--- src/sv/erc_pkg.sv ---
`timescale 1ns / 1ps
`default_nettype none

package erc_pkg;

  // Field and register widths
  localparam int CountW    = 16;
  localparam int TrigW     = 16;
  localparam int DivisorW  = 16;
  localparam int ClockW    = 27;
  localparam int MaxDistW  = 15;
  localparam int DistW     = 16;
  localparam int ScaleW    = 27;
  localparam int ProdW     = CountW + ScaleW;
  localparam int StepW     = $clog2(ProdW + 1);
  localparam int CfgIdxW   = 2;
  localparam int CfgDataW  = 27;

  // Final scaling constant
  localparam logic [ScaleW-1:0] Scale = ScaleW'(100000000);

  // Configuration register indexes
  localparam logic [CfgIdxW-1:0] CFG_TRIGGER_TICKS = 2'd0;
  localparam logic [CfgIdxW-1:0] CFG_ECHO_DIVISOR  = 2'd1;
  localparam logic [CfgIdxW-1:0] CFG_CLOCK_HZ      = 2'd2;
  localparam logic [CfgIdxW-1:0] CFG_MAX_DISTANCE  = 2'd3;

  // Reset values of the configuration registers
  localparam logic [TrigW-1:0]    RstTriggerTicks = TrigW'(20);
  localparam logic [DivisorW-1:0] RstEchoDivisor  = DivisorW'(58);
  localparam logic [ClockW-1:0]   RstClockHz      = ClockW'(16000000);
  localparam logic [MaxDistW-1:0] RstMaxDistance  = MaxDistW'(4000);

  // Input command codes
  localparam logic CMD_TICK  = 1'b0;
  localparam logic CMD_START = 1'b1;

  typedef struct packed {
    logic cmd;
    logic echo_level;
  } in_item_t;

  typedef struct packed {
    logic                    start_accepted;
    logic                    trigger_out;
    logic                    busy_res;
    logic                    done_res;
    logic signed [DistW-1:0] distance;
  } out_item_t;

  // Controller to datapath commands
  typedef struct packed {
    logic step;   // apply a simple item and load the result
    logic div1;   // start count / echo_divisor
    logic mul;    // register quotient * scale
    logic div2;   // start product / clock_hz
    logic fin;    // close the measurement and load the result
  } ctrl_cmd_t;

  // Datapath to controller status
  typedef struct packed {
    logic needs_calc;
    logic div_done;
  } dp_sts_t;

endpackage

`default_nettype wire

--- src/sv/erc_div.sv ---
`timescale 1ns / 1ps
`default_nettype none

// Restoring divider, one quotient bit per cycle. The dividend is loaded
// left-aligned into the quotient shift register; after N steps the low N
// bits hold the quotient.
module erc_div (
  input  wire                                 clk,
  input  wire                                 rst_n,
  input  wire                                 start,
  input  wire  [erc_pkg::ProdW-1:0]           q_init,
  input  wire  [erc_pkg::ClockW-1:0]          divisor,
  input  wire  [erc_pkg::StepW-1:0]           steps,
  output logic [erc_pkg::ProdW-1:0]           quot,
  output logic                                done
);

  logic                        busy_r, busy_nxt;
  logic                        done_r, done_nxt;
  logic [erc_pkg::StepW-1:0]   cnt_r, cnt_nxt;
  logic [erc_pkg::ProdW-1:0]   q_r, q_nxt;
  logic [erc_pkg::ClockW-1:0]  rem_r, rem_nxt;
  logic [erc_pkg::ClockW-1:0]  dvs_r, dvs_nxt;
  logic [erc_pkg::ClockW:0]    rem_ext;
  logic                        fits;

  // One shift-subtract step
  always_comb begin
    rem_ext = {rem_r, q_r[erc_pkg::ProdW-1]};
    fits    = (rem_ext >= {1'b0, dvs_r});
  end

  always_comb begin
    busy_nxt = busy_r;
    done_nxt = 1'b0;
    cnt_nxt  = cnt_r;
    q_nxt    = q_r;
    rem_nxt  = rem_r;
    dvs_nxt  = dvs_r;
    if (start) begin
      busy_nxt = 1'b1;
      cnt_nxt  = steps;
      q_nxt    = q_init;
      rem_nxt  = '0;
      dvs_nxt  = divisor;
    end else if (busy_r) begin
      q_nxt   = {q_r[erc_pkg::ProdW-2:0], fits};
      rem_nxt = fits ? erc_pkg::ClockW'(rem_ext - {1'b0, dvs_r})
                     : rem_ext[erc_pkg::ClockW-1:0];
      cnt_nxt = cnt_r - 1'b1;
      if (cnt_r == erc_pkg::StepW'(1)) begin
        busy_nxt = 1'b0;
        done_nxt = 1'b1;
      end
    end
  end

  // Control state
  always_ff @(posedge clk) begin
    if (!rst_n) begin
      busy_r <= 1'b0;
      done_r <= 1'b0;
      cnt_r  <= '0;
    end else begin
      busy_r <= busy_nxt;
      done_r <= done_nxt;
      cnt_r  <= cnt_nxt;
    end
  end

  // Working registers
  always_ff @(posedge clk) begin
    q_r   <= q_nxt;
    rem_r <= rem_nxt;
    dvs_r <= dvs_nxt;
  end

  assign quot = q_r;
  assign done = done_r;

  property p_done_after_busy;
    @(posedge clk) disable iff (!rst_n) done_r |-> $past(busy_r);
  endproperty
  a_done_after_busy: assert property (p_done_after_busy)
    else $error("divider done without a running division");

  property p_no_restart_busy;
    @(posedge clk) disable iff (!rst_n) busy_r |-> !start;
  endproperty
  a_no_restart_busy: assert property (p_no_restart_busy)
    else $error("divider restarted while busy");

  property p_rem_below_divisor;
    @(posedge clk) disable iff (!rst_n) (busy_r && !$rose(busy_r)) |-> (rem_r < dvs_r);
  endproperty
  a_rem_below_divisor: assert property (p_rem_below_divisor)
    else $error("divider remainder not below divisor");

endmodule

`default_nettype wire

--- src/sv/erc_dp.sv ---
`timescale 1ns / 1ps
`default_nettype none

// Datapath: configuration registers, ranging phase, tick counters, the
// shared divider, the scaling multiplier and the result register.
module erc_dp (
  input  wire                             clk,
  input  wire                             rst_n,
  input  wire                             cfg_we,
  input  wire  [erc_pkg::CfgIdxW-1:0]     cfg_index,
  input  wire  [erc_pkg::CfgDataW-1:0]    cfg_data,
  input  erc_pkg::in_item_t               in_data,
  input  erc_pkg::ctrl_cmd_t              cmd,
  output erc_pkg::dp_sts_t                sts,
  output erc_pkg::out_item_t              out_data
);

  typedef enum logic [1:0] {PH_IDLE, PH_TRIG, PH_WAIT, PH_MEAS} phase_t;

  logic [erc_pkg::TrigW-1:0]    trig_ticks_r;
  logic [erc_pkg::DivisorW-1:0] echo_div_r;
  logic [erc_pkg::ClockW-1:0]   clock_hz_r;
  logic [erc_pkg::MaxDistW-1:0] max_dist_r;

  phase_t                       phase_r, phase_nxt;
  logic [erc_pkg::TrigW-1:0]    trig_cnt_r, trig_cnt_nxt;
  logic [erc_pkg::CountW-1:0]   echo_cnt_r, echo_cnt_nxt;
  logic [erc_pkg::DistW-1:0]    last_dist_r, last_dist_nxt;
  logic [erc_pkg::ProdW-1:0]    prod_r;
  erc_pkg::out_item_t           out_r, out_nxt;

  logic [erc_pkg::TrigW-1:0]    trig_inc, trig_lim;
  logic [erc_pkg::ClockW-1:0]   div1_dvs, div2_dvs;
  logic                         div_start;
  logic [erc_pkg::ProdW-1:0]    div_q_init;
  logic [erc_pkg::ClockW-1:0]   div_dvs;
  logic [erc_pkg::StepW-1:0]    div_steps;
  logic [erc_pkg::ProdW-1:0]    quot;
  logic                         div_done;
  logic [erc_pkg::DistW-1:0]    fin_dist;
  logic                         accepted, done;

  // Configuration writes
  always_ff @(posedge clk) begin
    if (!rst_n) begin
      trig_ticks_r <= erc_pkg::RstTriggerTicks;
      echo_div_r   <= erc_pkg::RstEchoDivisor;
      clock_hz_r   <= erc_pkg::RstClockHz;
      max_dist_r   <= erc_pkg::RstMaxDistance;
    end else if (cfg_we) begin
      unique case (cfg_index)
        erc_pkg::CFG_TRIGGER_TICKS: trig_ticks_r <= cfg_data[erc_pkg::TrigW-1:0];
        erc_pkg::CFG_ECHO_DIVISOR:  echo_div_r   <= cfg_data[erc_pkg::DivisorW-1:0];
        erc_pkg::CFG_CLOCK_HZ:      clock_hz_r   <= cfg_data[erc_pkg::ClockW-1:0];
        erc_pkg::CFG_MAX_DISTANCE:  max_dist_r   <= cfg_data[erc_pkg::MaxDistW-1:0];
        default: ;
      endcase
    end
  end

  // Zero limits and divisors act as one
  always_comb begin
    trig_inc = trig_cnt_r + 1'b1;
    trig_lim = (trig_ticks_r == '0) ? erc_pkg::TrigW'(1) : trig_ticks_r;
    div1_dvs = (echo_div_r == '0) ? erc_pkg::ClockW'(1)
                                  : erc_pkg::ClockW'(echo_div_r);
    div2_dvs = (clock_hz_r == '0) ? erc_pkg::ClockW'(1) : clock_hz_r;
  end

  // Shared divider: count / echo_divisor, then product / clock_hz
  always_comb begin
    div_start = cmd.div1 | cmd.div2;
    if (cmd.div1) begin
      div_q_init = {echo_cnt_r, {(erc_pkg::ProdW-erc_pkg::CountW){1'b0}}};
      div_dvs    = div1_dvs;
      div_steps  = erc_pkg::StepW'(erc_pkg::CountW);
    end else begin
      div_q_init = prod_r;
      div_dvs    = div2_dvs;
      div_steps  = erc_pkg::StepW'(erc_pkg::ProdW);
    end
  end

  erc_div u_div (
    .clk     (clk),
    .rst_n   (rst_n),
    .start   (div_start),
    .q_init  (div_q_init),
    .divisor (div_dvs),
    .steps   (div_steps),
    .quot    (quot),
    .done    (div_done)
  );

  // Scale the first quotient
  always_ff @(posedge clk) begin
    if (cmd.mul) begin
      prod_r <= quot[erc_pkg::CountW-1:0] * erc_pkg::Scale;
    end
  end

  // Range check on the full-width quotient
  assign fin_dist = (quot > erc_pkg::ProdW'(max_dist_r)) ? '1 : quot[erc_pkg::DistW-1:0];

  // Phase and counter update for one item or for the close of a measurement
  always_comb begin
    phase_nxt     = phase_r;
    trig_cnt_nxt  = trig_cnt_r;
    echo_cnt_nxt  = echo_cnt_r;
    last_dist_nxt = last_dist_r;
    accepted      = 1'b0;
    done          = 1'b0;
    if (cmd.step) begin
      if (in_data.cmd == erc_pkg::CMD_START) begin
        if (phase_r == PH_IDLE) begin
          accepted     = 1'b1;
          phase_nxt    = PH_TRIG;
          trig_cnt_nxt = '0;
          echo_cnt_nxt = '0;
        end
      end else begin
        unique case (phase_r)
          PH_IDLE: ;
          PH_TRIG: begin
            trig_cnt_nxt = trig_inc;
            if (trig_inc >= trig_lim) phase_nxt = PH_WAIT;
          end
          PH_WAIT: begin
            if (in_data.echo_level) begin
              echo_cnt_nxt = '0;
              phase_nxt    = PH_MEAS;
            end
          end
          PH_MEAS: begin
            // falling echo goes through the divider path, not here
            if (echo_cnt_r == '1) begin
              echo_cnt_nxt  = '0;
              last_dist_nxt = '1;
              phase_nxt     = PH_IDLE;
              done          = 1'b1;
            end else begin
              echo_cnt_nxt = echo_cnt_r + 1'b1;
            end
          end
          default: ;
        endcase
      end
    end else if (cmd.fin) begin
      last_dist_nxt = fin_dist;
      phase_nxt     = PH_IDLE;
      done          = 1'b1;
    end
  end

  always_comb begin
    out_nxt.start_accepted = accepted;
    out_nxt.trigger_out    = (phase_nxt == PH_TRIG);
    out_nxt.busy_res       = (phase_nxt != PH_IDLE);
    out_nxt.done_res       = done;
    out_nxt.distance       = last_dist_nxt;
  end

  // Ranging state
  always_ff @(posedge clk) begin
    if (!rst_n) begin
      phase_r     <= PH_IDLE;
      trig_cnt_r  <= '0;
      echo_cnt_r  <= '0;
      last_dist_r <= '0;
    end else begin
      phase_r     <= phase_nxt;
      trig_cnt_r  <= trig_cnt_nxt;
      echo_cnt_r  <= echo_cnt_nxt;
      last_dist_r <= last_dist_nxt;
    end
  end

  // Result register
  always_ff @(posedge clk) begin
    if (cmd.step || cmd.fin) begin
      out_r <= out_nxt;
    end
  end

  assign out_data = out_r;

  // Status to the controller
  always_comb begin
    sts.needs_calc = (in_data.cmd == erc_pkg::CMD_TICK) && (phase_r == PH_MEAS) &&
                     !in_data.echo_level;
    sts.div_done   = div_done;
  end

  property p_fin_in_meas;
    @(posedge clk) disable iff (!rst_n) cmd.fin |-> (phase_r == PH_MEAS);
  endproperty
  a_fin_in_meas: assert property (p_fin_in_meas)
    else $error("measurement closed outside the measure phase");

  property p_calc_keeps_phase;
    @(posedge clk) disable iff (!rst_n) (cmd.div1 || cmd.mul || cmd.div2) |=> $stable(phase_r);
  endproperty
  a_calc_keeps_phase: assert property (p_calc_keeps_phase)
    else $error("phase moved during distance calculation");

  property p_calc_from_meas;
    @(posedge clk) disable iff (!rst_n) cmd.div1 |-> (phase_r == PH_MEAS);
  endproperty
  a_calc_from_meas: assert property (p_calc_from_meas)
    else $error("distance calculation started outside the measure phase");

endmodule

`default_nettype wire

--- src/sv/erc_ctrl.sv ---
`timescale 1ns / 1ps
`default_nettype none

// Controller: input and result handshakes, and sequencing of the
// distance calculation on the datapath.
module erc_ctrl (
  input  wire                   clk,
  input  wire                   rst_n,
  input  wire                   in_valid,
  output logic                  in_stall,
  output logic                  out_valid,
  input  wire                   out_stall,
  input  erc_pkg::dp_sts_t      sts,
  output erc_pkg::ctrl_cmd_t    cmd
);

  typedef enum logic [2:0] {C_READY, C_DIV1, C_MUL, C_DIV2, C_FIN} state_t;

  state_t state_r, state_nxt;
  logic   out_valid_r, out_valid_nxt;
  logic   out_free;
  logic   accept;

  // Result slot is free if empty or being taken this cycle
  assign out_free = !out_valid_r || !out_stall;
  assign in_stall = !((state_r == C_READY) && out_free);
  assign accept   = in_valid && !in_stall;

  always_comb begin
    cmd.step = accept && !sts.needs_calc;
    cmd.div1 = accept && sts.needs_calc;
    cmd.mul  = (state_r == C_DIV1) && sts.div_done;
    cmd.div2 = (state_r == C_MUL);
    cmd.fin  = (state_r == C_FIN) && out_free;
  end

  always_comb begin
    state_nxt = state_r;
    unique case (state_r)
      C_READY: if (cmd.div1) state_nxt = C_DIV1;
      C_DIV1:  if (sts.div_done) state_nxt = C_MUL;
      C_MUL:   state_nxt = C_DIV2;
      C_DIV2:  if (sts.div_done) state_nxt = C_FIN;
      C_FIN:   if (out_free) state_nxt = C_READY;
      default: state_nxt = C_READY;
    endcase
    out_valid_nxt = (cmd.step || cmd.fin) ? 1'b1 : (out_valid_r && out_stall);
  end

  always_ff @(posedge clk) begin
    if (!rst_n) begin
      state_r     <= C_READY;
      out_valid_r <= 1'b0;
    end else begin
      state_r     <= state_nxt;
      out_valid_r <= out_valid_nxt;
    end
  end

  assign out_valid = out_valid_r;

  property p_cmd_onehot;
    @(posedge clk) disable iff (!rst_n) $onehot0(cmd);
  endproperty
  a_cmd_onehot: assert property (p_cmd_onehot)
    else $error("more than one datapath command at once");

  property p_load_when_free;
    @(posedge clk) disable iff (!rst_n) (cmd.step || cmd.fin) |-> out_free;
  endproperty
  a_load_when_free: assert property (p_load_when_free)
    else $error("result loaded over a waiting beat");

  property p_div_done_expected;
    @(posedge clk) disable iff (!rst_n)
      sts.div_done |-> (state_r == C_DIV1 || state_r == C_DIV2);
  endproperty
  a_div_done_expected: assert property (p_div_done_expected)
    else $error("divider finished outside a divide state");

endmodule

`default_nettype wire

--- src/sv/ultrasonic_echo_ranger_core.sv ---
`timescale 1ns / 1ps
`default_nettype none

// Ultrasonic echo ranging controller. Each input beat is either a start
// request or one timer tick with the sampled echo level; every input beat
// yields exactly one result beat with trigger level, busy and done flags and
// the last distance (-1 for no obstacle or counter overflow). The tick that
// sees the falling echo starts the distance calculation: a bit-serial
// restoring divider produces one quotient bit per cycle, 16 bits for count /
// echo_divisor, then 43 bits for the scaled product / clock_hz, with the
// scaling multiplier between the two divisions. While a result beat waits on
// out_stall, no further input beat is taken. Configuration writes are always
// ready and should be issued only while no measurement result is pending.
module ultrasonic_echo_ranger_core (
  input  wire                            clk,
  input  wire                            rst_n,
  input  wire                            in_valid,
  output logic                           in_stall,
  input  erc_pkg::in_item_t              in_data,
  output logic                           out_valid,
  input  wire                            out_stall,
  output erc_pkg::out_item_t             out_data,
  input  wire                            cfg_valid,
  output logic                           cfg_ready,
  input  wire  [erc_pkg::CfgIdxW-1:0]    cfg_index,
  input  wire  [erc_pkg::CfgDataW-1:0]   cfg_data
);

  erc_pkg::ctrl_cmd_t cmd;
  erc_pkg::dp_sts_t   sts;

  assign cfg_ready = 1'b1;

  erc_ctrl u_ctrl (
    .clk       (clk),
    .rst_n     (rst_n),
    .in_valid  (in_valid),
    .in_stall  (in_stall),
    .out_valid (out_valid),
    .out_stall (out_stall),
    .sts       (sts),
    .cmd       (cmd)
  );

  erc_dp u_dp (
    .clk       (clk),
    .rst_n     (rst_n),
    .cfg_we    (cfg_valid && cfg_ready),
    .cfg_index (cfg_index),
    .cfg_data  (cfg_data),
    .in_data   (in_data),
    .cmd       (cmd),
    .sts       (sts),
    .out_data  (out_data)
  );

endmodule

`default_nettype wire
--- config.mk ---
export PLATFORM = sky130hd
export DESIGN_NAME = ultrasonic_echo_ranger_core
export DESIGN_NICKNAME = d
export VERILOG_FILES = /design/src/sv/erc_pkg.sv /design/src/sv/erc_div.sv /design/src/sv/erc_dp.sv /design/src/sv/erc_ctrl.sv /design/src/sv/ultrasonic_echo_ranger_core.sv
export SDC_FILE = /design/constraint.sdc
export NUM_CORES = 1
export LEC_CHECK = 0
export ABC_CLOCK_PERIOD_IN_PS = 15300
export BUFFER_PORTS_ARGS = -buffer_cell sky130_fd_sc_hd__buf_2
export CORE_MARGIN = 2
export CORE_UTILIZATION = 40
export DETAILED_ROUTE_END_ITERATION = 12
export GPL_TIMING_DRIVEN = 0
export PLACE_DENSITY = 0.59
export SLEW_MARGIN = 0
export SYNTH_ARGS = -nofsm -noshare
export SYNTH_HDL_FRONTEND = slang
export SYNTH_SLANG_ARGS = --single-unit
--- constraint.sdc ---
create_clock -name clk -period 15.3 [get_ports clk]
set_input_delay 0.765 -clock clk [delete_from_list [all_inputs] [get_ports clk]]
set_output_delay 0.765 -clock clk [all_outputs]
set_load 0.03 [all_outputs]
==> results of run 1 <==
synth_stat cells, types with 14 or more instances:
| master | number |
|---|---|
| a21oi_1 | 71 |
| a21o_1 | 41 |
| a21boi_0 | 59 |
| nand3_1 | 42 |
| o21ai_0 | 75 |
| a22oi_1 | 22 |
| o211ai_1 | 15 |
| o221a_2 | 16 |
| fa_1 | 108 |
| inv_1 | 237 |
| edfxtp_1 | 125 |
| dfxtp_1 | 163 |
| xnor2_1 | 41 |
| nor3_1 | 14 |
| o22a_1 | 15 |
| nand2_1 | 275 |
| a211oi_1 | 18 |
| and2_1 | 31 |
| nor2_1 | 89 |
| ha_1 | 178 |
| nor4_1 | 21 |
| nor2b_1 | 19 |
| xor2_1 | 39 |
| clkbuf_1 | 67 |
| and3_1 | 16 |
| mux2i_1 | 15 |
sequential cells by signal, summed over array words and instances, names as in the netlist:
| register | cells |
|---|---|
| u_dp.u_div.quot | 43 |
| u_dp.prod_r | 35 |
| u_dp.clock_hz_r | 27 |
| u_dp.u_div.dvs_r | 27 |
| u_dp.u_div.rem_r | 27 |
| u_dp.out_data | 20 |
| u_dp.echo_cnt_r | 16 |
| u_dp.echo_div_r | 16 |
| u_dp.last_dist_r | 16 |
| u_dp.trig_cnt_r | 16 |
| u_dp.trig_ticks_r | 16 |
| u_dp.max_dist_r | 15 |
| u_dp.u_div.cnt_r | 6 |
| u_ctrl.state_r | 3 |
| u_dp.phase_r | 2 |
| u_ctrl.out_valid | 1 |
| u_dp.u_div.busy_r | 1 |
| u_dp.u_div.done | 1 |
metrics by stage:
stage | cell area [um^2] | std cells | utilization
6_report | 21500 | 2712 | 0.454
5_1_grt | 21500 | 2711 | 0.454
4_1_cts | 21500 | 2711 | 0.454
3_5_place_dp | 20300 | 2648 | 0.427
3_3_place_gp | 20200 | 2642 | 0.425
2_1_floorplan | 19100 | 1973 | -
critical path: cells and delay by family, from the launching register on:
kind	cells	cell delay, ns
AOI/OAI and AO/OA	7	1.63
adders and majority gates	7	3.80
and+or+nand+nor	1	0.08
buffers and inverters	4	0.46
xor gates and xnor gates	1	0.08
DFF	1	0.76
cell type report:
cell class / instances / share of cell area
plain buffers: 82 / 0.0169
clock inverters: 22 / 0.0148
repair buffers: 60 / 0.0167
clock buffers: 41 / 0.0436
flip-flops and latches: 288 / 0.326
inverters: 237 / 0.0413
multi-input cells: 1366 / 0.505
well taps: 615 / 0.0357
diodes: 1 / 0.000116
worst min-delay path by stage:
stage | from | end | slack (ns) | cells after the start
final | u_dp.max_dist_r[1]$_SDFFE_PN0P_ | u_dp.max_dist_r[1]$_SDFFE_PN0P_ | 0.48 | 2
after CTS | cfg_data[24] | u_dp.clock_hz_r[24]$_SDFFE_PN0P_ | 0.47 | 3
after detailed placement | u_dp.trig_ticks_r[10]$_SDFFE_PN0P_ | u_dp.trig_ticks_r[10]$_SDFFE_PN0P_ | 0.47 | 2
after global routing | cfg_data[23] | u_dp.clock_hz_r[23]$_SDFFE_PN1P_ | 0.48 | 3
after global placement | u_dp.max_dist_r[4]$_SDFFE_PN0P_ | u_dp.max_dist_r[4]$_SDFFE_PN0P_ | 0.46 | 2
after floorplan | u_dp.max_dist_r[12]$_SDFFE_PN0P_ | u_dp.max_dist_r[12]$_SDFFE_PN0P_ | 0.44 | 2
cells by family after synthesis:
family	after synthesis	share of synthesized area
other	1	0.000196
AND/OR/NAND/NOR	559	0.134
adder cells (fa/ha/maj)	286	0.229
multiplexers	19	0.0102
flip-flops	288	0.367
AO/OA/AOI/OAI	421	0.158
buffers and inverters	319	0.0654
XOR/XNOR	80	0.0366
power by group through the flow:
stage                     Sequential (W)  Clock, W  Combinational (W)
final                           0.000858  0.000902           0.000339
after detailed placement        0.000872         0           0.000334
after global routing            0.000861  0.000947           0.000373
after floorplan                 0.000871         0           0.000253
after global placement          0.000873         0           0.000328
after CTS                       0.000857  0.000921           0.000336
per-layer routing:
metal,wire [um],part of all wire,global-route usage
met3,2460,0.049,0.0354
met1,23100,0.46,0.277
met2,23300,0.46,0.335
met5,34,0.00068,0
met4,1220,0.024,0.0546
==> impl_metrics.py, run 1 <==
metrics = {
    "power": {
        "swShare": 0.273,
        "comb_power_share": 0.162,
        "netSwitchingPower_w": 0.000574,
        "power.density_nw_per_um2": 97.5,
        "power_w": 0.00210,
        "ir_drop_uv": 63.3,
        "pwr-share-clk": 0.430,
        "internal_power_w": 0.00152,
        "leakagePower_nw": 9.34,
        "power_frac_seq": 0.409,
    },
    "critical_path": {
        "r2r-end": "u_dp.prod_r[41]$_DFFE_PP_",
        "reg2reg_depth": 20,
        "end_kind": "flip-flop",
        "crit_top_cell": "fa_1",
        "arrival_ns": 7.38,
        "crit_path_max_fanout": 8,
        "startpoint_type": "flip-flop",
        "regToRegSetupSlack_ns": 8.20,
        "required_ns": 15.57,
        "r2r_start": "u_dp.u_div.quot[13]$_DFFE_PP_",
        "cp_cell_sequence": "inv_1 > fa_1 > fa_1 > inv_1 > fa_1 > inv_1 > fa_1 > fa_1 > inv_1 > fa_1 > ha_1 > a21o_1 > a21oi_1 > nand2_1 > a211oi_1 > o21ai_0 > a21oi_1 > o21ai_0 > a21oi_1 > xnor2_1",
        "crit_end": "u_dp.prod_r[41]$_DFFE_PP_",
        "path_class": "reg -> reg",
        "crit_start": "u_dp.u_div.quot[13]$_DFFE_PP_",
        "max_stage_delay_ns": 0.76,
        "slowest_stage": "edfxtp_1",
    },
    "detailed_routing": {
        "drc": 0,
        "drt_iter0_markers": 960,
        "dr.pass1.iters": 5,
        "route.vias.total": 14300,
        "wl_per_cell_um": 18.5,
        "ant_nets": 0,
        "via_per_inst": 5.28,
        "wl_um": 50100,
    },
    "cts": {
        "cts_max_level": 2,
        "cts_sinks": 288,
        "ctsRootBufferMaster": "clkbuf_16",
        "numCtsBuffers": 35,
        "cts_hold_buf": 0,
        "clockBufferDepth": 3,
        "clk_pin_slew_worst_paths_ns": 0.06,
        "post_cts_buffers": 0,
        "clock_latency_ns": 0.56,
        "cts_tree": "done",
        "cts_resized": 0,
    },
    "synthesis": {
        "synth_top_cell_by_area": "edfxtp_1",
        "syn_avg_cell_area_um2": 9.69,
        "synth-async-reset-ratio": 0,
        "yosysUniqueCellTypes": 76,
        "yosysWarningCount": 0,
        "syn_area_um2": 19100,
        "synthFlopType": "dfxtp_1",
        "yosys-top-cells-area": "edfxtp_1 20%, dfxtp_1 17%, ha_1 12%",
        "yosysSeqAreaShare": 0.367,
        "synth_top_area_frac": 0.196,
        "synth_edf_count": 125,
        "ys_ff_latch": 288,
        "synth_cells": 1973,
        "syn-num-nets": 2295,
    },
    "floorplanning": {
        "die_h_um": 223,
        "start_util": 0.403,
        "die_w_um": 223,
        "rows": 80,
        "die_area_um2": 49600,
        "pin_count": 59,
        "core-area_um2": 47400,
    },
    "layout": {
        "final_cell_mix": "274 x nand2_1, 237 x inv_1, 178 x ha_1",
        "layout.area.seq_um2": 7020,
        "nets": 2392,
        "fillers": 4558,
        "area_growth_pct": 12.6,
        "mostFrequentLayoutCell": "nand2_1",
        "drive_gt1_frac": 0.0825,
        "multi_input_area_um2": 10900,
    },
    "outcome": {
        "status": "complete, no violations",
    },
    "grt": {
        "grt_pass1_wl_um": 79100,
        "grt_use_total": 0.204,
        "gr-total-overflow": 0,
        "antenna_found_initial": 3,
        "grt_max_degree": 34,
        "grt_pass1_vias": 14200,
    },
    "timing": {
        "worst_pin_slew_ns": 1.00,
        "hold_viol": 0,
        "whs_ns": 0.475,
        "setup_viol_count_final": 0,
        "fin_skew_ns": 0.0376,
        "fin_crit_sh": 0.464,
        "min_period_ns": 7.10,
        "slew_headroom": 0.331,
        "max_freq_ghz": 0.141,
        "final_max_slew_viol_count": 0,
        "finalWorstSetupSlack_ns": 8.20,
        "timing.setup.tns_ns": 0,
        "rsz0062_at_grt": "false",
    },
    "placement": {
        "numPortBuffers": 54,
        "place_congestion": 0.874,
        "dp_hpwl_um": 38500,
        "dp_slack_ns": 8.27,
    },
    "worst_hold_path": {
        "min_path_type": "reg -> reg",
    },
    "flow_run": {
        "max_cap_viol_count": 0,
    },
}
Note: power is estimated with default switching activity, not from simulation.
==> run 2, diff against run 1 <==
ABC_CLOCK_PERIOD_IN_PS = 6040   (was 15300)
PLACE_DENSITY = 0.61   (was 0.59)
clock period = 6.04 ns   (was 15.3 ns; I/O delays follow)
==> run 2 against run 1 <==
Effect of this change:
- utilization grew 0.67 points
- power grew 140%
- largest power group is now sequential cells
- clock power grew 130%
==> impl_metrics.py, run 2 (synthesis gave the netlist of run 1 again) <==
metrics = {
    "timing": {
        "fin_skew_ns": 0.0201,
        "min_period_ns": 5.93,
        "worst_pin_slew_ns": 1.07,
        "slew_headroom": 0.286,
        "rsz0062_at_grt": "true",
        "max_freq_ghz": 0.169,
        "fin_crit_sh": 0.982,
        "final_max_slew_viol_count": 0,
        "finalWorstSetupSlack_ns": 0.109,
        "hold_viol": 0,
        "setup_viol_count_final": 0,
        "timing.setup.tns_ns": 0,
        "whs_ns": 0.0423,
    },
    "critical_path": {
        "startpoint_type": "flip-flop",
        "required_ns": 6.31,
        "arrival_ns": 6.20,
        "end_kind": "flip-flop",
        "crit_path_max_fanout": 3,
        "path_class": "reg -> reg",
    },
    "layout": {
        "area_growth_pct": 14.2,
        "largest_reg_flops": 43,
        "final_cell_mix": "273 x nand2_1, 232 x inv_1, 172 x ha_1",
        "antenna_cells": 0,
        "mostFrequentLayoutCell": "nand2_1",
        "finalNonFillerCells": 2748,
        "nets": 2429,
        "drive_gt1_frac": 0.111,
    },
    "grt": {
        "grt_use_total": 0.208,
        "gr-total-overflow": 0,
        "antenna_found_initial": 0,
        "grt_pass1_wl_um": 80100,
        "grt_max_degree": 33,
        "grt_pass1_vias": 14200,
    },
    "detailed_routing": {
        "drc": 0,
        "wl_per_cell_um": 19.0,
        "via_per_inst": 5.31,
        "dr.pass1.iters": 5,
        "wl_um": 52100,
        "ant_nets": 0,
        "drt_iter0_markers": 1107,
        "route.vias.total": 14600,
    },
    "power": {
        "power.density_nw_per_um2": 232,
        "ir_drop_uv": 185,
        "leakagePower_nw": 9.46,
        "power_w": 0.00506,
    },
    "cts": {
        "clk_pin_slew_worst_paths_ns": 0.06,
        "clock_latency_ns": 0.54,
        "clockBufferDepth": 3,
        "cts_max_level": 2,
        "numCtsBuffers": 34,
        "cts_sinks": 288,
        "cts_tree": "done",
        "ctsRootBufferMaster": "clkbuf_16",
    },
    "placement": {
        "dp_slack_ns": -1.02,
        "dp_hpwl_um": 38600,
        "place_congestion": 0.874,
        "placed_cells_incl_taps": 2648,
        "numPortBuffers": 54,
    },
    "floorplanning": {
        "core-area_um2": 47400,
        "die_h_um": 223,
        "pin_count": 59,
        "rows": 80,
        "die_w_um": 223,
        "start_util": 0.403,
        "die_area_um2": 49600,
    },
    "flow_run": {
        "max_cap_viol_count": 0,
    },
    "worst_hold_path": {
        "min_path_type": "in -> reg",
    },
    "outcome": {
        "status": "complete, no violations",
    },
}
-- run 2: final timing paths --
check | end | slack, ns | depth (start not counted) | start
max | u_dp.prod_r[42]$_DFFE_PP_ | 0.11 | 17 | u_dp.u_div.quot[2]$_SDFFCE_PN0P_
min reg2reg | u_dp.max_dist_r[4]$_SDFFE_PN0P_ | 0.47 | 2 | u_dp.max_dist_r[4]$_SDFFE_PN0P_
max reg2reg | u_dp.prod_r[42]$_DFFE_PP_ | 0.11 | 17 | u_dp.u_div.quot[2]$_SDFFCE_PN0P_
min | u_dp.clock_hz_r[18]$_SDFFE_PN1P_ | 0.04 | 3 | cfg_data[18]
-- run 2: metrics by stage --
step	area [um^2]	utilization
4_1_cts	21600	0.455
5_1_grt	21800	0.460
2_1_floorplan	19100	-
3_3_place_gp	20200	0.425
3_5_place_dp	20300	0.427
6_report	21800	0.460
-- run 2: cell type report --
cell class	instances	area, um^2
clock buffer	50	1010
fill	4526	25600
tap	615	769
multi-input combinational	1366	11000
inverter	237	890
clock inverter	12	91.3
buffer	81	359
timing repair buffer	99	676
sequential	288	7020
-- run 2: repair_timing --
item / in CTS / in global routing
cloned: 0 / 0
pin swaps: 6 / 22
hold endpoints to repair: 0 / 0
hold buffers: 0 / 0
gates resized for setup: 14 / 29
buffers inserted: 24 / 15
endpoints found under the setup margin: 15 / 7
-- run 2: where the power goes --
part	leakage [nW]	switching, W	internal (W)
Sequential	2.48	0.0000680	0.00210
Clock	0.534	0.000855	0.00118
Combinational	6.44	0.000487	0.000365
-- run 2: worst max-delay path, stage by stage, from the launching register on --
cell,delay (ns)
edfxtp_1,0.54
fa_2,0.62
inv_1,0.06
fa_1,0.50
inv_1,0.05
fa_2,0.53
fa_1,0.44
fa_1,0.49
fa_1,0.56
ha_4,0.22
a2111o_1,0.36
a41o_1,0.24
and3_4,0.20
a31o_4,0.25
a41oi_4,0.24
nand3_2,0.10
a31oi_2,0.16
xnor2_1,0.11
-- run 2: metal layers --
| metal | up-vias | part of all wire | global-route usage |
|---|---|---|---|
| met5 | - | 0 | 0 |
| met4 | 0 | 0.031 | 0.0712 |
| met3 | 73 | 0.048 | 0.0291 |
| met2 | 340 | 0.47 | 0.342 |
| met1 | 7126 | 0.45 | 0.282 |
| li1 | 7059 | - | - |
